--- src/hw/rtl/lpeg_pkg.sv ---
// shared types, constants and the sine table generator for the led phase envelope block
package lpeg_pkg;

    // configuration register indexes
    localparam logic [2:0] REG_UPDATE_INTERVAL = 3'd0;
    localparam logic [2:0] REG_PULSE_INTERVAL  = 3'd1;
    localparam logic [2:0] REG_PULSE_LIMIT     = 3'd2;
    localparam logic [2:0] REG_FLASH_LEVEL     = 3'd3;
    localparam logic [2:0] REG_TRIUMPH_MS      = 3'd4;
    localparam logic [2:0] REG_GLOW_MS         = 3'd5;
    localparam logic [2:0] REG_FADE_MS         = 3'd6;

    // reset values of the configuration registers
    localparam logic [15:0] RST_UPDATE_INTERVAL = 16'd20;
    localparam logic [15:0] RST_PULSE_INTERVAL  = 16'd300;
    localparam logic [7:0]  RST_PULSE_LIMIT     = 8'd5;
    localparam logic [7:0]  RST_FLASH_LEVEL     = 8'd255;
    localparam logic [15:0] RST_TRIUMPH_MS      = 16'd2000;
    localparam logic [15:0] RST_GLOW_MS         = 16'd3000;
    localparam logic [15:0] RST_FADE_MS         = 16'd2000;

    // item classes
    localparam logic OP_TICK  = 1'b0;
    localparam logic OP_START = 1'b1;

    // envelope stages
    localparam logic [1:0] STAGE_FLASH = 2'd0;
    localparam logic [1:0] STAGE_GLOW  = 2'd1;
    localparam logic [1:0] STAGE_FADE  = 2'd2;

    // envelope arithmetic
    localparam logic [7:0]         DECAY_STEP  = 8'd25;
    localparam logic [7:0]         FADE_TOP    = 8'd200;
    localparam logic [22:0]        GLOW_STEP   = 23'd5468522;
    localparam logic signed [23:0] GLOW_BASE   = 24'sd5570560;
    localparam logic signed [23:0] GLOW_AMP    = 24'sd30;
    localparam logic [7:0]         GREEN_FLASH = 8'd180;
    localparam logic [7:0]         GREEN_GLOW  = 8'd160;
    localparam logic [7:0]         GREEN_FADE  = 8'd140;
    localparam logic [7:0]         BLUE_GLOW   = 8'd20;

    // q30 angle constants for the sine table
    localparam longint ONE_Q30     = 64'sd1073741824;
    localparam longint PI_Q30      = 64'sd3373259426;
    localparam longint HALF_PI_Q30 = 64'sd1686629713;
    localparam longint TWO_PI_Q30  = 64'sd6746518852;
    localparam longint SINE_DEN [7] = '{64'sd6, 64'sd20, 64'sd42, 64'sd72,
                                        64'sd110, 64'sd156, 64'sd210};

    typedef struct packed {
        logic [15:0] update_interval;
        logic [15:0] pulse_interval;
        logic [7:0]  pulse_limit;
        logic [7:0]  flash_level;
        logic [15:0] triumph_ms;
        logic [15:0] glow_ms;
        logic [15:0] fade_ms;
    } t_cfg;

    typedef struct packed {
        logic        op;
        logic [31:0] now_ms;
    } t_item;

    // q1.15 sine of a q30 angle in [0, 2pi), taylor series with quadrant folding
    function automatic logic signed [15:0] sine_q15(input longint x_in);
        longint x;
        longint xx;
        longint term;
        longint sum;
        longint r;
        logic   neg;
        x   = x_in;
        neg = 1'b0;
        if (x >= PI_Q30) begin
            x   = x - PI_Q30;
            neg = 1'b1;
        end
        if (x > HALF_PI_Q30) begin
            x = PI_Q30 - x;
        end
        xx   = (x * x) / ONE_Q30;
        term = x;
        sum  = x;
        for (int n = 0; n < 7; n++) begin
            term = (-((term * xx) / ONE_Q30)) / SINE_DEN[n];
            sum  = sum + term;
        end
        if (sum < 0) begin
            sum = 0;
        end
        r = (sum * 64'sd32767 + ONE_Q30 / 2) / ONE_Q30;
        if (r > 64'sd32767) begin
            r = 64'sd32767;
        end
        return 16'(neg ? -r : r);
    endfunction

endpackage

--- src/hw/rtl/lpeg_front.sv ---
// front end: accepts items, classifies them and queues them for the back end
module lpeg_front (
    input  logic                 i_clk,
    input  logic                 i_rst_n,
    input  logic                 i_valid,
    output logic                 o_stall,
    input  logic                 i_kind,
    input  logic [31:0]          i_now_ms,
    output logic                 o_q_valid,
    output lpeg_pkg::t_item      o_q_item,
    input  logic                 i_q_pop
);

    lpeg_pkg::t_item r_mem [2];
    logic            r_wptr;
    logic            r_rptr;
    logic [1:0]      r_count;
    logic            w_push;
    logic            w_pop;

    assign o_stall   = (r_count == 2'd2);
    assign o_q_valid = (r_count != 2'd0);
    assign o_q_item  = r_mem[r_rptr];
    assign w_push    = i_valid && !o_stall;
    assign w_pop     = i_q_pop && o_q_valid;

    always_ff @(posedge i_clk) begin
        if (w_push) begin
            r_mem[r_wptr].op     <= i_kind ? lpeg_pkg::OP_START : lpeg_pkg::OP_TICK;
            r_mem[r_wptr].now_ms <= i_now_ms;
        end
    end

    always_ff @(posedge i_clk) begin
        if (!i_rst_n) begin
            r_wptr  <= 1'b0;
            r_rptr  <= 1'b0;
            r_count <= 2'd0;
        end else begin
            if (w_push) begin
                r_wptr <= !r_wptr;
            end
            if (w_pop) begin
                r_rptr <= !r_rptr;
            end
            if (w_push && !w_pop) begin
                r_count <= r_count + 2'd1;
            end else if (w_pop && !w_push) begin
                r_count <= r_count - 2'd1;
            end
        end
    end

`ifndef SYNTHESIS
    a_count_bound: assert property (@(posedge i_clk) disable iff (!i_rst_n)
        !(r_count == 2'd3))
        else $error("queue count beyond two entries");
`endif

endmodule

--- config.mk ---
export PLATFORM = sky130hd
export DESIGN_NAME = lpeg_front
export DESIGN_NICKNAME = d
export VERILOG_FILES = /design/src/hw/rtl/lpeg_pkg.sv /design/src/hw/rtl/lpeg_front.sv
export SDC_FILE = /design/constraint.sdc
export NUM_CORES = 1
export LEC_CHECK = 0
export ABC_AREA = 0
export BUFFER_PORTS_ARGS = -buffer_cell sky130_fd_sc_hd__buf_2
export CAP_MARGIN = 0
export CORE_MARGIN = 2
export CORE_UTILIZATION = 25
export CTS_BUF_LIST = sky130_fd_sc_hd__clkbuf_8
export CTS_CLUSTER_SIZE = 40
export DETAILED_ROUTE_END_ITERATION = 10
export GPL_TIMING_DRIVEN = 1
export PLACE_DENSITY = 0.43
export SLEW_MARGIN = 20
export SYNTH_ARGS = -nofsm -noshare
export SYNTH_HDL_FRONTEND = slang
export SYNTH_SLANG_ARGS = --single-unit
export TNS_END_PERCENT = 10
--- constraint.sdc ---
create_clock -name i_clk -period 6.65 [get_ports i_clk]
set_input_delay 0.665 -clock i_clk [delete_from_list [all_inputs] [get_ports i_clk]]
set_output_delay 0.665 -clock i_clk [all_outputs]
set_load 0.02 [all_outputs]
Word level (Yosys, flattened, before mapping)
Memories as Yosys holds them, arrays and structs flattened. A register that Yosys moved wholly into a read port is not among the register bits.
Index checks and enable logic that the tools add are counted.

word-level totals
  register bits after elaboration = 4
  latch bits = 0
  RAM bits = 66
  ROM bits = 0
  input bits = 37
  output and inout bits = 35
  word-level logic and storage cells = 25
  memories = 1

cells by class
  add/sub/neg operators = 2
  multipliers = 0
  divide/modulo/power cells = 0
  $lt $le $gt $ge = 0
  eq/ne operators = 1
  shift operators = 0
  mux-type cells = 7
  bitwise operators = 0
  reduce and logical (&&, ||, !) cells = 11

memory list
  name   depth  width  read ports  clocked after Yosys merged registers in  wr ports  RTL line          text
  r_mem  2      33     1           1                                        1         lpeg_front.sv:14  lpeg_pkg::t_item r_mem [2];

operator list
  kind                                                                 number
  1-bit zero test                                                      5
  1-bit 2-to-1 mux                                                     5
  1-bit logical AND                                                    4
  2-bit 2-to-1 mux                                                     2
  2-bit nonzero test                                                   2
  2-bit by 1-bit adder with 2-bit output (second input constant)       1
  2-bit equality test (second input constant)                          1
  2-bit by 1-bit subtractor with 2-bit output (second input constant)  1

Depth between registers and ports, before layout
  word-level depth = 7
  mapped depth = 7
  mapped depth without buffers = 7

Worst setup path after synthesis
Ideal clock, no wire load.

  kind = input -> register
  from = input port i_valid
  to = memory r_mem[0][0] (netlist bit), enable pin
  data arrival time = 2,078 ps
  required time = 6,231 ps
  path slack = 4,153 ps
  stages = 2
  buffers on the path = 0
  path through = inv_1 nor3_2

on the way
  cells in the longest elaborated chain, start to end = 3

ends and longest elaborated chain
  item                                    RTL line          text
  start: declaration                      lpeg_front.sv:5   input logic i_valid,
  1-bit logical AND                       lpeg_front.sv:24  assign w_push = i_valid && !o_stall;
  1-bit 2-to-1 mux                        lpeg_front.sv:28  if (w_push) begin
  1-bit 2-to-1 mux (implied by the code)  lpeg_front.sv:30  r_mem[r_wptr].now_ms <= i_now_ms;
  end: declaration                        lpeg_front.sv:14

Every way passes these cells.

==> flow_metrics.tcl <==
set metrics [dict create \
    synthSimpleGateAreaFrac 0.02205 \
    portBuffers 71 \
    finalWirelength_um 4788 \
    cp.arrival_ns 1.84 \
    status "complete, no violations" \
    track_usage 0.08910 \
    end_kind "output port" \
    grt_pass1_wl_um 7217 \
    hp-class "in -> reg" \
    yosys-top-cells-area "edfxtp_1 76%, mux2_2 14%, dfxtp_1 3.8%" \
    fin_tns_setup_ns 0 \
    core_mm2 0.01023 \
    rsz0062_at_grt "no" \
    rows 37 \
    avgViaCountPerCell 3.986 \
    yosys.cell_types.count 21 \
    max_freq_ghz 0.3984 \
    synthAdderAreaFrac 0.004794 \
    async_reset_ff_frac 0 \
    h-tree-depth 3 \
    whs_ns 0.5189 \
    cts_buffers 9 \
    synth-xor-area-share 0.01007 \
    setup_slack_ns 4.140 \
    cts_setup_buffers 0 \
    setup_viol 0 \
    antenna_found_initial 0 \
    synth_common_cells "66 x edfxtp_1, 33 x mux2_2, 5 x dfxtp_1" \
    synth_compound_area_frac 0.01246 \
    grt-ovfl-total 0 \
    final_nets 245 \
    ir_drop_v 0.0001200 \
    grt_pass1_vias 1421 \
    power.leakage_nw 1.219 \
    cap_violations 0 \
    yosysTopAreaCell "edfxtp_1" \
    worstPathMaxFanout 33 \
    insertion_delay_ns 0.33 \
    drcViolationCount 0 \
    dr.first_iter.drc_count 31 \
    ys_ff_latch 71 \
    dr_total_vias 1387 \
    grt_max_degree 34 \
    worstMarginPinSlew_ns 0.9137 \
    layout-drive-gt1-share 0.5849 \
    pwr_density_cell_mw_per_mm2 385.2 \
    postCtsHoldBufs 0 \
    fill_cells 1005 \
    fp.dieW_um 106.2 \
    cts.sinks 71 \
    fin_crit_ns 2.510 \
    synthFlopType "edfxtp_1" \
    ant_nets 0 \
    finClkSkew_ns 0.004241 \
    cp_data_required_time_ns 5.98 \
    post-route-period-util 0.3774 \
    hpwl_um 3094 \
    setup.worst_path.class "reg -> out" \
    die_h_um 106.2 \
    synth.area.mux_share 0.1424 \
    synth_area_mm2 0.002610 \
    clockBufferDepth 2 \
    routedWlPerCell_um 13.76 \
    drv_slew 0 \
    place.gp.congestion 0.6412 \
    synth_top_family_by_area "multiplexers" \
    ys_seq_area_frac 0.7977 \
    cts_resized 0 \
    syn_nets 166 \
    synth_most_common_cell "edfxtp_1" \
    maxSlewHeadroom 0.3889 \
    start_util 0.2551 \
    synth_top_area_frac 0.7593 \
    path_clk_slew_ns 0.07 \
    yosysWarnings 0 \
    cts_root_buf "clkbuf_8" \
    firstDrtPassIters 4 \
    synth_edf_count 66 \
    cts_tree "yes" \
    hold_violations 0 \
    placed_cell_area_mm2 0.003132 \
    areaGrowthSynthToFinish_pct 27.23 \
    stdcell_area_mm2 0.003321 \
    antennaDiodeCount 0 \
    syn_area_per_cell_um2 20.39 \
    syn_inst 128 \
    dieArea_mm2 0.01127 \
    place_ws_ns 4.249 \
    io_pins 72 \
    cp-start-kind "register" \
]
critical path: stages (launching register included):
cell and delay, ns:
dfxtp_2 0.90, mux2_2 0.45, buf_2 0.17
final cells by class:
type / count / area [um^2] / share of cell area
Timing Repair Buffer: 72 / 362.8 / 0.1093
Clock buffer: 9 / 123.9 / 0.03730
Tap cell: 136 / 170.2 / 0.05124
Sequential cell: 71 / 2083 / 0.6274
Clock inverter: 7 / 65.06 / 0.01959
Inverter: 2 / 7.507 / 0.002261
Multi-Input combinational cell: 51 / 508.0 / 0.1530
kinds of logic after synthesis:
logic type | count (synthesis)
AO/OA/AOI/OAI | 5
XOR/XNOR | 3
adder cells (fa/ha/maj) | 1
buffers and inverters | 6
flip-flops | 71
multiplexers | 33
AND/OR/NAND/NOR | 9
layout by cell type (no fill, tap or decap), types with 2 or more instances in the layout:
cell         n
buf_2       71
mux2_2      33
and2_1       3
clkbuf_8     9
dfxtp_1      4
edfxtp_1    66
xnor2_1      2
inv_1        2
clkinvlp_4   3
path summary, 6_finish.rpt:
check / from / to / slack (ns) / cells past startpoint
max: register / o_q_item[28] / 4.14 / 2
min: i_now_ms[4] / r_mem[1][4]$_DFFE_PP_ / 0.52 / 1
max reg2reg: r_count[0]$_SDFFE_PN0P_ / r_mem[0][25]$_DFFE_PP_ / 4.55 / 4
min reg2reg: r_count[1]$_SDFFE_PN0P_ / r_count[1]$_SDFFE_PN0P_ / 0.53 / 2
sequential cells by signal, indices dropped and copies added, names as in the netlist, named ones only:
signal,cells
r_mem,66
r_count,2
r_rptr,1
r_wptr,1
power by group:
part | internal, mW | switching, mW
registers | 0.563 | 0.0483
logic | 0.150 | 0.195
clock network | 0.170 | 0.152
total | 0.883 | 0.396
per-stage QoR:
step           cells    util  power (mW)
2_1_floorplan    128       -      0.8541
3_3_place_gp     332  0.3061      0.9756
3_5_place_dp     332  0.3061      0.9766
4_1_cts          348  0.3246       1.306
5_1_grt          348  0.3246       1.350
6_report         348  0.3246       1.279
metal layers:
| metal | track usage | vias up | part of all wire |
|---|---|---|---|
| met3 | 0.03924 | 6 | 0.058 |
| met4 | 0.04511 | 0 | 0.020 |
| met1 | 0.1109 | 688 | 0.45 |
| li1 | - | 652 | - |
| met2 | 0.1310 | 41 | 0.47 |
| met5 | 0 | - | 0 |
Note: power is estimated with default switching activity, not from simulation.
